**src/design/ossl_pkg.sv**
```systemverilog
// Package for the ordering swap local search unit.
// Holds widths, opcode codes, sequencer state type, write-port structs and helpers.
package ossl_pkg;

   localparam int NUM_VARS = 64;
   localparam int VAR_W    = 6;
   localparam int CNT_W    = 7;
   localparam int COST_W   = 32;
   localparam int SQ_W     = 12;
   localparam int DELTA_W  = 24;

   localparam logic [2:0] OP_SET_BIT   = 3'd0;
   localparam logic [2:0] OP_WRITE_SLOT = 3'd1;
   localparam logic [2:0] OP_EVAL      = 3'd2;
   localparam logic [2:0] OP_SWAP      = 3'd3;
   localparam logic [2:0] OP_READ_SLOT = 3'd4;

   localparam logic [CNT_W-1:0] ACTIVE_MIN = CNT_W'(2);
   localparam logic [CNT_W-1:0] ACTIVE_MAX = CNT_W'(NUM_VARS);

   typedef enum logic [4:0] {
      S_IDLE,
      S_ROW_WR,
      S_SLOT_RD,
      S_EV_ORD,
      S_EV_ROW,
      S_EV_WALK,
      S_SW_RP,
      S_SW_RQ,
      S_SW_RX,
      S_SW_RY,
      S_SW_LY,
      S_SW_WALK,
      S_SW_FIN,
      S_SW_WP,
      S_SW_WQ,
      S_RESP
   } state_type;

   typedef struct packed {
      logic                en;
      logic [VAR_W-1:0]    addr;
      logic [NUM_VARS-1:0] data;
   } row_wr_type;

   typedef struct packed {
      logic             en;
      logic [VAR_W-1:0] addr;
      logic [VAR_W-1:0] data;
   } slot_wr_type;

   function automatic logic [SQ_W-1:0] square_dist(input logic [VAR_W-1:0] d);
      logic [2*VAR_W-1:0] prod;
      prod = d * d;
      return prod[SQ_W-1:0];
   endfunction

   function automatic logic [VAR_W-1:0] abs_diff(input logic [CNT_W-1:0] x,
                                                  input logic [CNT_W-1:0] y);
      logic [CNT_W-1:0] r;
      r = (x > y) ? (x - y) : (y - x);
      return r[VAR_W-1:0];
   endfunction

endpackage

```
**src/design/ossl_slot_ram.sv**
```systemverilog
// Ordering slot store: one variable index per slot, one write and one read port.
// Contents are undefined until written. Uses ossl_pkg.
module ossl_slot_ram (
   input  logic                       clock,
   input  ossl_pkg::slot_wr_type      slot_wr,
   input  logic                       rd_en,
   input  logic [ossl_pkg::VAR_W-1:0] rd_addr,
   output logic [ossl_pkg::VAR_W-1:0] rd_data
);
   import ossl_pkg::*;

   logic [VAR_W-1:0] mem [NUM_VARS];
   logic [VAR_W-1:0] data_ff;

   always_ff @(posedge clock) begin
      if (slot_wr.en) begin
         mem[slot_wr.addr] <= slot_wr.data;
      end
      if (rd_en) begin
         data_ff <= mem[rd_addr];
      end
   end

   assign rd_data = data_ff;

endmodule

```
**config.mk**
```make
export PLATFORM = sky130hd
export DESIGN_NAME = ossl_slot_ram
export DESIGN_NICKNAME = d
export VERILOG_FILES = /design/src/design/ossl_pkg.sv /design/src/design/ossl_slot_ram.sv
export SDC_FILE = /design/constraint.sdc
export NUM_CORES = 1
export LEC_CHECK = 0
export BUFFER_PORTS_ARGS = -buffer_cell sky130_fd_sc_hd__buf_2
export CORE_ASPECT_RATIO = 1.75
export CORE_MARGIN = 2
export CORE_UTILIZATION = 65
export CTS_BUF_LIST = sky130_fd_sc_hd__clkbuf_16
export CTS_CLUSTER_SIZE = 14
export DETAILED_ROUTE_END_ITERATION = 10
export PLACE_DENSITY = 0.8
export SLEW_MARGIN = 30
export SYNTH_ARGS = -nofsm -noshare
export SYNTH_HDL_FRONTEND = slang
export SYNTH_SLANG_ARGS = --single-unit
```
**constraint.sdc**
```tcl
create_clock -name clock -period 4.55 [get_ports clock]
set_input_delay 0.91 -clock clock [delete_from_list [all_inputs] [get_ports clock]]
set_output_delay 0.91 -clock clock [all_outputs]
set_load 0.005 [all_outputs]
```
# Yosys cells after proc, flatten, opt, wreduce, memory -nomap -nowiden
# Memories as Yosys holds them, arrays and structs flattened. A register that Yosys moved wholly into a read port is not among the register bits.
# Cells that the tools add are included.
[totals]
reg_bits = 0
mem_bits_rw = 384
in_bits = 21
mem_count = 1
[op_classes]
mux = 2
[memory_table]
columns = ["memory", "depth", "width", "read_ports", "rd_clocked_by_memory_dff", "write_ports", "line", "text"]
rows = [
  ["mem", 64, 6, 1, 1, 1, "ossl_slot_ram.sv:12", "logic [VAR_W-1:0] mem [NUM_VARS];"],
]
[ops]
columns = ["op", "n"]
rows = [
  ["$mux W1", 2],
]

# Depth between registers and ports, before layout
[logic_depth]
depth_word = 2
ltp_mapped = 7

# Worst setup path before layout
# Ideal clock, no wire load.
[synth_path]
kind = "input port to flip-flop"
from = "in rd_addr[0] (netlist name)"
to = "reg data_ff[0], in the netlist rd_data[0], read port of mem, data pin"
setup_ns = 0.257
arrival_ns = 2.339
required_ns = 4.293
setup_slack_ns = 1.955
path_stages = 7
n_path_buf = 3
path_cell_list = "buf_6 > buf_6 > buf_4 > mux4_2 > o22ai_1 > o21ai_1 > a32o_1"
[synth_rtl]
columns = ["item", "line", "text"]
rows = [
  ["from (decl)", "ossl_slot_ram.sv:7", "input logic [ossl_pkg::VAR_W-1:0] rd_addr,"],
  ["to (decl)", "ossl_slot_ram.sv:13", "logic [VAR_W-1:0] data_ff;"],
]

==> flow_summary_export.csv <==
group,metric,value,unit
status,status,"completed",
critical_path,cp-end-kind,"register",
finish,syn2layout_area_growth,8.73,%
yosys,synth.yosys.seq_area_share,76.6,%
yosys,synth_area_leaders,"edfxtp_1, mux4_2, nor2_1",
detailed_routing,ant_nets,0,
floorplanning,io_pins,27,
sta,worst_slew_pin_slew,0.922,ns
critical_path,path_max_fanout,64,
clock_network,cts_tree,"built",
floorplanning,die_h,207,um
min_path,hold_class,"in -> reg",
sta,drv_slew,0,
clock_network,clock-sinks,390,
yosys,syn_nets,741,
finish,nFillCells,1319,
critical_path,cpLargestDelayFamily,"buffers and inverters",
critical_path,cp_common_cell,"o22a_1",
yosys,synth_area_per_cell,21.2,um^2
clock_network,clock_path_buffers,3,
yosys,syn_area,15300,um^2
critical_path,critPathSlowestCell,"buf_6",
floorplanning,core,23200,um^2
clock_network,cts.htree.levels,2,
sta,min_period,2.86,ns
floorplanning,rows,74,
detailed_routing,drt_pass1_iterations,5,
clock_network,clk_latency,0.52,ns
finish,layout.nets,772,
floorplanning,die_width,120,um
clock_network,root_buffer,"clkbuf_16",
sta,fin_setup_tns,0,ns
grt,grt_max_degree,65,
yosys,synth_cell_types,36,
floorplanning,die_area,24800,um^2
clock_network,path_clk_slew,0.06,ns
clock_network,cts_hold_buf,0,
yosys,synth-main-ff-cell,"edfxtp_1",
sta,finalHoldViolations,0,
yosys,synth_top_area_cell,"edfxtp_1",
clock_network,numCtsBuffers,34,
place,gp_congestion,0.849,
grt,grt_overflow_total,0,
sta,setup_viol,0,
critical_path,worst-setup-path-type,"in -> reg",
grt,antenna_found_initial,0,
detailed_routing,drc,0,
finish,drive_gt1_share,22.9,%
sta,max-slew-margin-rel,38.5,%
sta,fmax,0.350,GHz
grt,grt_usage,26.3,%
detailed_routing,vias,7171,
finish,antenna_cells,0,
critical_path,start_kind,"input pin",
sta,grt_setup_unrepaired,"no",
finish,final_cell_area,16600,um^2
yosys,ys_ff_latch,390,
yosys,synth_edf_count,390,
detailed_routing,drt_iter0_drc,733,
place,place_area,15600,um^2
critical_path,cp.required,4.81,ns
place,place_hpwl,19700,um
place,portBuffers,26,
yosys,async_reset_ff_share,0,%
critical_path,crit_chain,"buf_6, buf_4, mux4_2, o22a_1, o221ai_1, nor3_1, o22a_1",
power_and_ir_drop,power_density,418,nW/um^2
finish,final-seq-area,11700,um^2
critical_path,crit_buf_inv,2,
job,maxCapViolCount,0,
power_and_ir_drop,irDropWorstVdd,331,uV
yosys,ys_warn_count,0,
finish,multi_input_area,3330,um^2
detailed_routing,wl_per_cell,29.3,um
sta,clock_skew,0.0142,ns
critical_path,critPathMaxStageDelay,0.59,ns
critical_path,cp_data_arrival_time,3.12,ns
sta,fin_crit_sh,62.8,%
yosys,post_synth_inst_count,720,
grt,grt_pass1_vias,7575,
yosys,synth_top_area_share,76.6,%
power_and_ir_drop,p_leak,0.00515,uW
detailed_routing,wirelength,31300,um
clock_network,cts_resized,0,
grt,grt_pass1_wl,46500,um
floorplanning,start_util,65.8,%
clock_network,cts_setup_buffers,0,
detailed_routing,via_per_inst,6.72,
## cell usage in the layout, fill, tap and decap left out, drive strengths merged, types with 9 or more instances in the layout
master	count
edfxtp	390
nor2	67
mux2	9
clkbuf	37
nand3	11
o22ai	12
o221ai	9
buf	34
mux4	93
mux2i	15
## worst register-to-register path, stage by stage, from the launching register on
cell	delay [ns]
edfxtp_1	0.36
mux4_2	0.48
a22oi_1	0.38
nand3_1	0.27
a32o_1	0.33
## cell families after synthesis
kind of cell           after synthesis  synth area share (%)
buffers and inverters               39                  1.65
AND/OR/NAND/NOR                    120                  3.66
multiplexers                       117                  15.5
AO/OA/AOI/OAI                       54                  2.59
flip-flops                         390                  76.6
## final timing paths
check,startpoint,endpoint,slack (ns),cells past startpoint
setup reg to reg,mem[50][5],rd_data[5],2.50,4
setup / recovery,rd_addr[0],rd_data[1],1.69,7
hold reg to reg,mem[39][2],rd_data[2],0.96,4
hold / removal,rd_en,rd_data[5],0.72,1
## synthesized netlist by cell type, drive strengths merged, types with 2 or more instances
master and number:
edfxtp 390, mux4 93, nor2 67, buf 23, clkbuf 16, mux2i 15
o22ai 12, nand3 11, mux2 9, o221ai 9, nand2 8, nor2b 8
a211oi 6, a21oi 6, o21ai 6, o22a 6, nand2b 5, nor3 5
nand3b 4, a221oi 3, a22oi 3, a32o 3, nand4 2, or2 2
or3 2, or3b 2
## through the flow
step	utilization (%)	hold slack, ns	setup slack, ns	std cells	power (uW)
2_1_floorplan	-	0.810	1.95	720	4280
3_5_place_dp	67.3	0.951	1.15	1019	4420
3_3_place_gp	67.2	0.957	1.18	1018	4400
6_report	71.5	0.724	1.69	1067	6940
5_1_grt	71.5	0.739	1.53	1067	7110
4_1_cts	71.5	0.716	1.68	1067	6980
## sequential cells by signal, indices dropped and copies added (netlist names)
name,cells
mem,384
rd_data,6
## final cells by class
type | instances | share of cell area [%]
multi-input cells | 291 | 20.0
well taps | 304 | 2.29
flip-flops and latches | 390 | 70.5
clock inverters | 11 | 0.263
clock buffers | 37 | 5.57
repair buffers | 34 | 1.39
## power by group
| group | total, uW | internal, uW | switching (uW) | leakage, uW |
|---|---|---|---|---|
| logic | 352 | 133 | 219 | 0.00113 |
| clock network | 2600 | 1440 | 1160 | 0.000508 |
| registers | 3990 | 3980 | 8.17 | 0.00351 |
| total | 6940 | 5560 | 1380 | 0.00515 |
## routing by layer
| layer | wire length, um | GRT usage (%) | up-vias |
|---|---|---|---|
| met3 | 2060 | 4.37 | 80 |
| met1 | 10900 | 31.8 | 3681 |
| met5 | 0 | 0 | - |
| met4 | 1680 | 14.4 | 0 |
| li1 | - | - | 3061 |
| met2 | 16600 | 45.4 | 349 |
Note: power is estimated with default switching activity, not from simulation.
