File: config.mk
export PLATFORM = sky130hd
export DESIGN_NAME = ossl_infl_ram
export DESIGN_NICKNAME = d
export VERILOG_FILES = /design/src/design/ossl_pkg.sv /design/src/design/ossl_infl_ram.sv
export SDC_FILE = /design/constraint.sdc
export NUM_CORES = 2
export LEC_CHECK = 0
export BUFFER_PORTS_ARGS = -buffer_cell sky130_fd_sc_hd__buf_2
export CORE_MARGIN = 2
export CORE_UTILIZATION = 40
export CTS_CLUSTER_SIZE = 16
export DETAILED_ROUTE_END_ITERATION = 10
export GPL_TIMING_DRIVEN = 0
export SLEW_MARGIN = 10
export SYNTH_ARGS = -nofsm -noshare
export SYNTH_HDL_FRONTEND = slang
export SYNTH_SLANG_ARGS = --single-unit
File: constraint.sdc
create_clock -name clock -period 12.6 [get_ports clock]
set_clock_uncertainty 0.05 [all_clocks]
set_input_delay 1.89 -clock clock [delete_from_list [all_inputs] [get_ports clock]]
set_output_delay 1.89 -clock clock [all_outputs]
set_load 0.005 [all_outputs]
File: src/design/ossl_pkg.sv
// Package for the ordering swap local search unit.
// Holds widths, opcode codes, sequencer state type, write-port structs and helpers.
package ossl_pkg;

   localparam int NUM_VARS = 64;
   localparam int VAR_W    = 6;
   localparam int CNT_W    = 7;
   localparam int COST_W   = 32;
   localparam int SQ_W     = 12;
   localparam int DELTA_W  = 24;

   localparam logic [2:0] OP_SET_BIT   = 3'd0;
   localparam logic [2:0] OP_WRITE_SLOT = 3'd1;
   localparam logic [2:0] OP_EVAL      = 3'd2;
   localparam logic [2:0] OP_SWAP      = 3'd3;
   localparam logic [2:0] OP_READ_SLOT = 3'd4;

   localparam logic [CNT_W-1:0] ACTIVE_MIN = CNT_W'(2);
   localparam logic [CNT_W-1:0] ACTIVE_MAX = CNT_W'(NUM_VARS);

   typedef enum logic [4:0] {
      S_IDLE,
      S_ROW_WR,
      S_SLOT_RD,
      S_EV_ORD,
      S_EV_ROW,
      S_EV_WALK,
      S_SW_RP,
      S_SW_RQ,
      S_SW_RX,
      S_SW_RY,
      S_SW_LY,
      S_SW_WALK,
      S_SW_FIN,
      S_SW_WP,
      S_SW_WQ,
      S_RESP
   } state_type;

   typedef struct packed {
      logic                en;
      logic [VAR_W-1:0]    addr;
      logic [NUM_VARS-1:0] data;
   } row_wr_type;

   typedef struct packed {
      logic             en;
      logic [VAR_W-1:0] addr;
      logic [VAR_W-1:0] data;
   } slot_wr_type;

   function automatic logic [SQ_W-1:0] square_dist(input logic [VAR_W-1:0] d);
      logic [2*VAR_W-1:0] prod;
      prod = d * d;
      return prod[SQ_W-1:0];
   endfunction

   function automatic logic [VAR_W-1:0] abs_diff(input logic [CNT_W-1:0] x,
                                                  input logic [CNT_W-1:0] y);
      logic [CNT_W-1:0] r;
      r = (x > y) ? (x - y) : (y - x);
      return r[VAR_W-1:0];
   endfunction

endpackage

File: src/design/ossl_infl_ram.sv
// Influence bit matrix: one 64-bit row per variable, one write and one read port.
// Per-row valid bits make never-written rows read as zero after reset. Uses ossl_pkg.
module ossl_infl_ram (
   input  logic                         clock,
   input  logic                         reset,
   input  ossl_pkg::row_wr_type         row_wr,
   input  logic                         rd_en,
   input  logic [ossl_pkg::VAR_W-1:0]   rd_addr,
   output logic [ossl_pkg::NUM_VARS-1:0] rd_data
);
   import ossl_pkg::*;

   logic [NUM_VARS-1:0] mem [NUM_VARS];
   logic [NUM_VARS-1:0] valid_ff;
   logic [NUM_VARS-1:0] data_ff;
   logic                hit_ff;

   always_ff @(posedge clock) begin
      if (row_wr.en) begin
         mem[row_wr.addr] <= row_wr.data;
      end
      if (rd_en) begin
         data_ff <= mem[rd_addr];
      end
   end

   always_ff @(posedge clock) begin
      if (reset) begin
         valid_ff <= '0;
         hit_ff   <= 1'b0;
      end else begin
         if (row_wr.en) begin
            valid_ff[row_wr.addr] <= 1'b1;
         end
         if (rd_en) begin
            hit_ff <= valid_ff[rd_addr];
         end
      end
   end

   assign rd_data = hit_ff ? data_ff : '0;

endmodule

======== After elaboration in Yosys (flattened, before gate mapping) ========
Memories as Yosys holds them, arrays and structs flattened. A register that Yosys moved wholly into a read port is not among the register bits.
Cells that the tools add are included.
Widths: inputs -> output; s select.
storage, ports and cells
  register bits after elaboration ......... 65
  bits in writable memories ............... 4096
  bits of input ports ..................... 80
  output and inout port bits .............. 64
  word-level logic and storage cells ...... 15
  memories ................................ 1
cells by class
  order comparisons ....................... 3
  multiplexer cells ....................... 7
  bitwise gates (word level) .............. 1
  reductions and logical operators ........ 1
memories
  name  words  bits a word  read ports  clocked after memory_dff  wr ports  line                 RTL
  mem   64     64           1           1                         1         ossl_infl_ram.sv:13  logic [NUM_VARS-1:0] mem [NUM_VARS];
operators by type and width
  cell                number
  $mux 64             1
  $or 64x64->64       1
  $lt 6x7->1 const B  2
  $bmux 1 s6          1
  $demux 1 s6         1
  $ge 6x1->1 const B  1
  $mux 1              4
  $logic_and 1x1->1   1

======== Longest topological paths before layout ========
  depth after elaboration ................. 5
  mapped depth ............................ 9
  gate-level depth less buffers ........... 5

======== Worst setup path after synthesis ========
Ideal clock, no wire load.
  kind .................................... input to register
  start ................................... input port row_wr[70] (netlist bit)
  end ..................................... memory mem[40][0] (enable)
  library setup time ...................... 567 ps
  arrival ................................. 6767 ps
  required time ........................... 11983 ps
  path slack .............................. 5216 ps
  stages on the path ...................... 3
  buffers on the path ..................... 0
  path through ............................ nor2b_1 -> nand3_1 -> nor3_1
on the way
  cells in the longest elaborated chain, start to end .. 2
RTL lines
  what                          line                 RTL
  start, declared               ossl_infl_ram.sv:6   input ossl_pkg::row_wr_type row_wr,
  $mux 1                        ossl_infl_ram.sv:19  if (row_wr.en) begin
  $mux 1 (implied by the code)  ossl_infl_ram.sv:20  mem[row_wr.addr] <= row_wr.data;
  end, declared                 ossl_infl_ram.sv:13
Every way passes these cells.

==> run_summary.xml <==
<?xml version="1.0" encoding="UTF-8"?>
<metrics>
  <group name="timing">
    <metric name="finalHoldViolations" unit="">0</metric>
    <metric name="timing.final.ws_setup" unit="ps">6892</metric>
    <metric name="slew_hr" unit="%">15.52</metric>
    <metric name="unrepaired_setup_endpoints_after_global_routing" unit="">false</metric>
    <metric name="achievable-frequency" unit="GHz">0.1752</metric>
    <metric name="worstMarginPinSlew" unit="ps">1267</metric>
    <metric name="setup_viol" unit="">0</metric>
    <metric name="period_minus_slack" unit="ps">5708</metric>
    <metric name="finalMaxSlewViolations" unit="">0</metric>
    <metric name="layout_worst_path_cycle_share" unit="%">45.30</metric>
  </group>
  <group name="power_and_ir_drop">
    <metric name="pwr-share-clk" unit="%">41.9</metric>
    <metric name="p_per_area" unit="nW/um^2">157.6</metric>
    <metric name="worst_ir_drop_vdd" unit="mV">0.1201</metric>
    <metric name="power.switching_fraction" unit="%">21.31</metric>
    <metric name="cellLeakagePower" unit="nW">57.52</metric>
    <metric name="power.switching" unit="mW">6.252</metric>
    <metric name="relative_contribution_of_combinational_cells_to_total_power" unit="%">4.9</metric>
    <metric name="power_internal" unit="mW">23.08</metric>
    <metric name="power.share.sequential" unit="%">53.2</metric>
  </group>
  <group name="setup_path">
    <metric name="worst_ep_required_time" unit="ps">13200</metric>
    <metric name="path_buf_inv" unit="">4</metric>
    <metric name="worst-endpoint-arrival" unit="ps">6310</metric>
    <metric name="setup.reg_to_reg.worst_slack" unit="ps">9970</metric>
    <metric name="critical-path-max-stage-delay" unit="ps">910</metric>
    <metric name="crit_path_top_delay_cell" unit="">buf_2</metric>
    <metric name="worstSetupEndpointType" unit="">register</metric>
    <metric name="cp-start-kind" unit="">primary input</metric>
    <metric name="cell_chain_critical_path" unit="">buf_2 -&gt; buf_2 -&gt; buf_2 -&gt; clkbuf_1 -&gt; mux4_2 -&gt; mux4_2 -&gt; a22oi_1 -&gt; nand2_1</metric>
    <metric name="timing_worst_setup_path_type" unit="">primary input to register</metric>
    <metric name="critical_path.reg2reg.endpoint" unit="">data_ff[45]</metric>
    <metric name="rr_startpoint" unit="">mem[29][45]</metric>
    <metric name="timing.reg2reg.worst_path_depth" unit="">4</metric>
    <metric name="critPathMaxFanout" unit="">10</metric>
    <metric name="most_frequent_cell_on_the_critical_path" unit="">buf_2</metric>
    <metric name="worst_path_dominant_cell_family" unit="">buffers and inverters</metric>
  </group>
  <group name="global_route">
    <metric name="grt_antenna_before_repair" unit="">41</metric>
    <metric name="overall_overflow_remaining_after_global_route" unit="">0</metric>
    <metric name="grt_pass1_vias" unit="">75390</metric>
    <metric name="grt_pass1_wl" unit="mm">591.0</metric>
    <metric name="pin_count_of_the_biggest_net_entering_global_routing" unit="">65</metric>
    <metric name="grt_usage" unit="%">20.84</metric>
  </group>
  <group name="placement">
    <metric name="numPlacedInstances" unit="">12040</metric>
    <metric name="place.port_buffers" unit="">137</metric>
    <metric name="detailed_place_hpwl" unit="mm">296.4</metric>
    <metric name="placedInstanceArea" unit="sq um">172400</metric>
    <metric name="detailedPlace.worstSlack" unit="ps">5773</metric>
    <metric name="gpl.final_weighted_congestion" unit="">0.7903</metric>
  </group>
  <group name="synthesis">
    <metric name="synthDominantCellAreaShare" unit="%">78.24</metric>
    <metric name="netlist_top_cells_area" unit="">edfxtp_1 78%, mux4_2 18%, dfxtp_1 0.81%</metric>
    <metric name="synth_common_cells" unit="">4160 x edfxtp_1, 1290 x mux4_2, 186 x nor2_1</metric>
    <metric name="synth_seq_cells" unit="">4225</metric>
    <metric name="ys_async_sr_fraction" unit="%">0</metric>
    <metric name="yosys.area.top_type" unit="">edfxtp_1</metric>
    <metric name="postSynthAreaPerCell" unit="sq um">25.03</metric>
    <metric name="post_synthesis_sequential_area_ratio" unit="%">79.05</metric>
    <metric name="postSynthCellCount" unit="">6380</metric>
    <metric name="synth_edf_count" unit="">4160</metric>
    <metric name="yosysWarningCount" unit="">0</metric>
    <metric name="dominant_register_cell_in_the_synthesized_netlist" unit="">edfxtp_1</metric>
    <metric name="synth_fp_nets" unit="">6460</metric>
    <metric name="synth.cell_area" unit="sq um">159700</metric>
    <metric name="post_synth_cell_types" unit="">32</metric>
    <metric name="yosysMostFrequentCell" unit="">edfxtp_1</metric>
  </group>
  <group name="clock_tree">
    <metric name="cts_hold_buffers" unit="">0</metric>
    <metric name="insertion_delay" unit="ps">960</metric>
    <metric name="cts.clk_slew.worst_paths" unit="ps">60</metric>
    <metric name="post-cts-setup-buffer-count" unit="">0</metric>
    <metric name="tritoncts_num_sinks" unit="">4225</metric>
    <metric name="ctsLongestPathBuffers" unit="">4</metric>
    <metric name="cts-root-buf" unit="">clkbuf_16</metric>
    <metric name="numCtsBuffers" unit="">424</metric>
    <metric name="tritoncts" unit="">yes</metric>
    <metric name="cts_resized" unit="">0</metric>
    <metric name="clock_tree.htree_level_count" unit="">5</metric>
  </group>
  <group name="detailed_routing">
    <metric name="wl_per_cell" unit="um">33.14</metric>
    <metric name="route.vias.total" unit="">74300</metric>
    <metric name="drt-pass1-iter-count" unit="">5</metric>
    <metric name="post-route-drc-count" unit="">0</metric>
    <metric name="drt_iter0_drc" unit="">9993</metric>
    <metric name="drt-vias-per-instance" unit="">5.774</metric>
    <metric name="routed_wirelength" unit="mm">426.5</metric>
    <metric name="final_antenna_net_count" unit="">0</metric>
  </group>
  <group name="outcome">
    <metric name="status" unit="">finished, final reports clean</metric>
  </group>
  <group name="finish">
    <metric name="final_cell_count_no_fill" unit="">12870</metric>
    <metric name="post-route-cell-area" unit="sq um">186100</metric>
    <metric name="area_delta_synth_final" unit="%">16.54</metric>
    <metric name="n_fill_cell" unit="">32210</metric>
    <metric name="final_nets" unit="">7281</metric>
    <metric name="layout-drive-gt1-share" unit="%">32.94</metric>
  </group>
  <group name="min_path">
    <metric name="hold_path_end" unit="">valid_ff[6]</metric>
    <metric name="timing.hold.worst.class" unit="">register to register</metric>
    <metric name="min-delay-start" unit="">valid_ff[6]</metric>
    <metric name="hold_path_depth" unit="">2</metric>
  </group>
  <group name="die">
    <metric name="die-width" unit="um">635.8</metric>
    <metric name="boundaryPins" unit="">144</metric>
    <metric name="core_area" unit="sq um">398300</metric>
    <metric name="die-height" unit="um">635.8</metric>
    <metric name="dieArea" unit="sq um">404200</metric>
    <metric name="fp-row-count" unit="">232</metric>
    <metric name="initial_utilization" unit="%">40.09</metric>
  </group>
  <group name="run">
    <metric name="max_cap_viol_count" unit="">0</metric>
  </group>
</metrics>
## power groups by stage
stage / registers, mW / logic [mW] / clock network, mW
2_1_floorplan: 15.9 / 0.753 / 0
3_3_place_gp: 15.9 / 1.37 / 0
3_5_place_dp: 15.9 / 1.45 / 0
4_1_cts: 15.6 / 1.46 / 12.5
5_1_grt: 15.6 / 1.52 / 13.0
6_report: 15.6 / 1.44 / 12.3
## sequential cells by signal, indices dropped and copies added (netlist names)
register	count
data_ff	64
valid_ff	64
hit_ff	1
mem	4096
## cell type report
| class | instances | area (sq um) | share of cell area [%] |
|---|---|---|---|
| Antenna cell | 43 | 107.6 | 0.05783 |
| Buffer | 340 | 1588 | 0.8533 |
| Clock buffer | 537 | 11250 | 6.048 |
| Clock inverter | 248 | 2257 | 1.213 |
| Multi-Input combinational cell | 1815 | 32380 | 17.40 |
| Sequential cell | 4225 | 126200 | 67.83 |
| Tap cell | 5265 | 6588 | 3.540 |
| Timing Repair Buffer | 395 | 5682 | 3.053 |
## cell usage in the layout (no fill, tap or decap), types with 5 or more instances in the layout
| cell type | instances |
|---|---|
| a22oi_1 | 130 |
| and2_1 | 66 |
| buf_1 | 42 |
| buf_12 | 181 |
| buf_16 | 37 |
| buf_2 | 234 |
| buf_4 | 42 |
| buf_6 | 24 |
| bufinv_16 | 31 |
| clkbuf_1 | 248 |
| clkbuf_16 | 432 |
| clkbuf_2 | 24 |
| clkbuf_8 | 5 |
| clkinv_1 | 104 |
| clkinv_16 | 8 |
| clkinv_2 | 70 |
| clkinv_8 | 5 |
| clkinvlp_4 | 17 |
| dfxtp_1 | 65 |
| diode_2 | 43 |
| edfxtp_1 | 4160 |
| inv_6 | 6 |
| mux2_2 | 5 |
| mux4_2 | 1290 |
| nand2_1 | 73 |
| nand2b_1 | 9 |
| nand3_1 | 10 |
| nor2_1 | 125 |
| nor2_4 | 61 |
| nor2b_1 | 15 |
## routing by layer
layer  vias up  routed length (um)  share of wire (%)  global-route usage (%)
met1     40780              169500                 40                   28.74
met3       591               35760                8.4                   4.042
met5         -                  60              0.014                       0
met2      3451              208900                 49                   33.97
li1      29470                   -                  -                       -
met4        10               12260                2.9                   5.920
## through the flow
step | TNS [ps] | hold WS (ps) | util (%) | total power, mW
3_5_place_dp | 0 | 402.2 | 43.29 | 17.35
6_report | 0 | 420.3 | 46.72 | 29.33
5_1_grt | 0 | 442.6 | 46.71 | 30.11
3_3_place_gp | -353940 | 397.3 | 41.92 | 17.28
4_1_cts | 0 | 421.5 | 46.68 | 29.51
2_1_floorplan | 0 | 382.3 | - | 16.63
## worst max-delay path by stage
stage	start	to	slack [ps]	cells past startpoint
CTS	rd_addr[2]	data_ff[45]	6820	8
floorplan	row_wr[70]	mem[40][0]	5220	3
detailed placement	rd_addr[2]	data_ff[45]	5770	8
finish	rd_addr[2]	data_ff[45]	6890	8
global route	rd_addr[2]	data_ff[45]	6890	8
global placement	row_wr[70]	mem[48][0]	-1550	4
## cells by family (layout without fill, tap and decap cells)
logic type	after synthesis	in the layout	share of synthesized area, %
muxes	1297	1297	18.24
DFF	4225	4225	79.05
AOI/OAI and AO/OA	149	149	0.7068
buffers and inverters	340	1520	0.9701
and+or+nand+nor	369	369	1.030
other	0	43	0
## worst register-to-register path: stages, from the launching register on
cell	delay [ps]
edfxtp_1	360
mux4_2	530
mux4_2	500
a22oi_1	520
nand2_1	350
No activity file was read; power rests on OpenSTA's default activity.
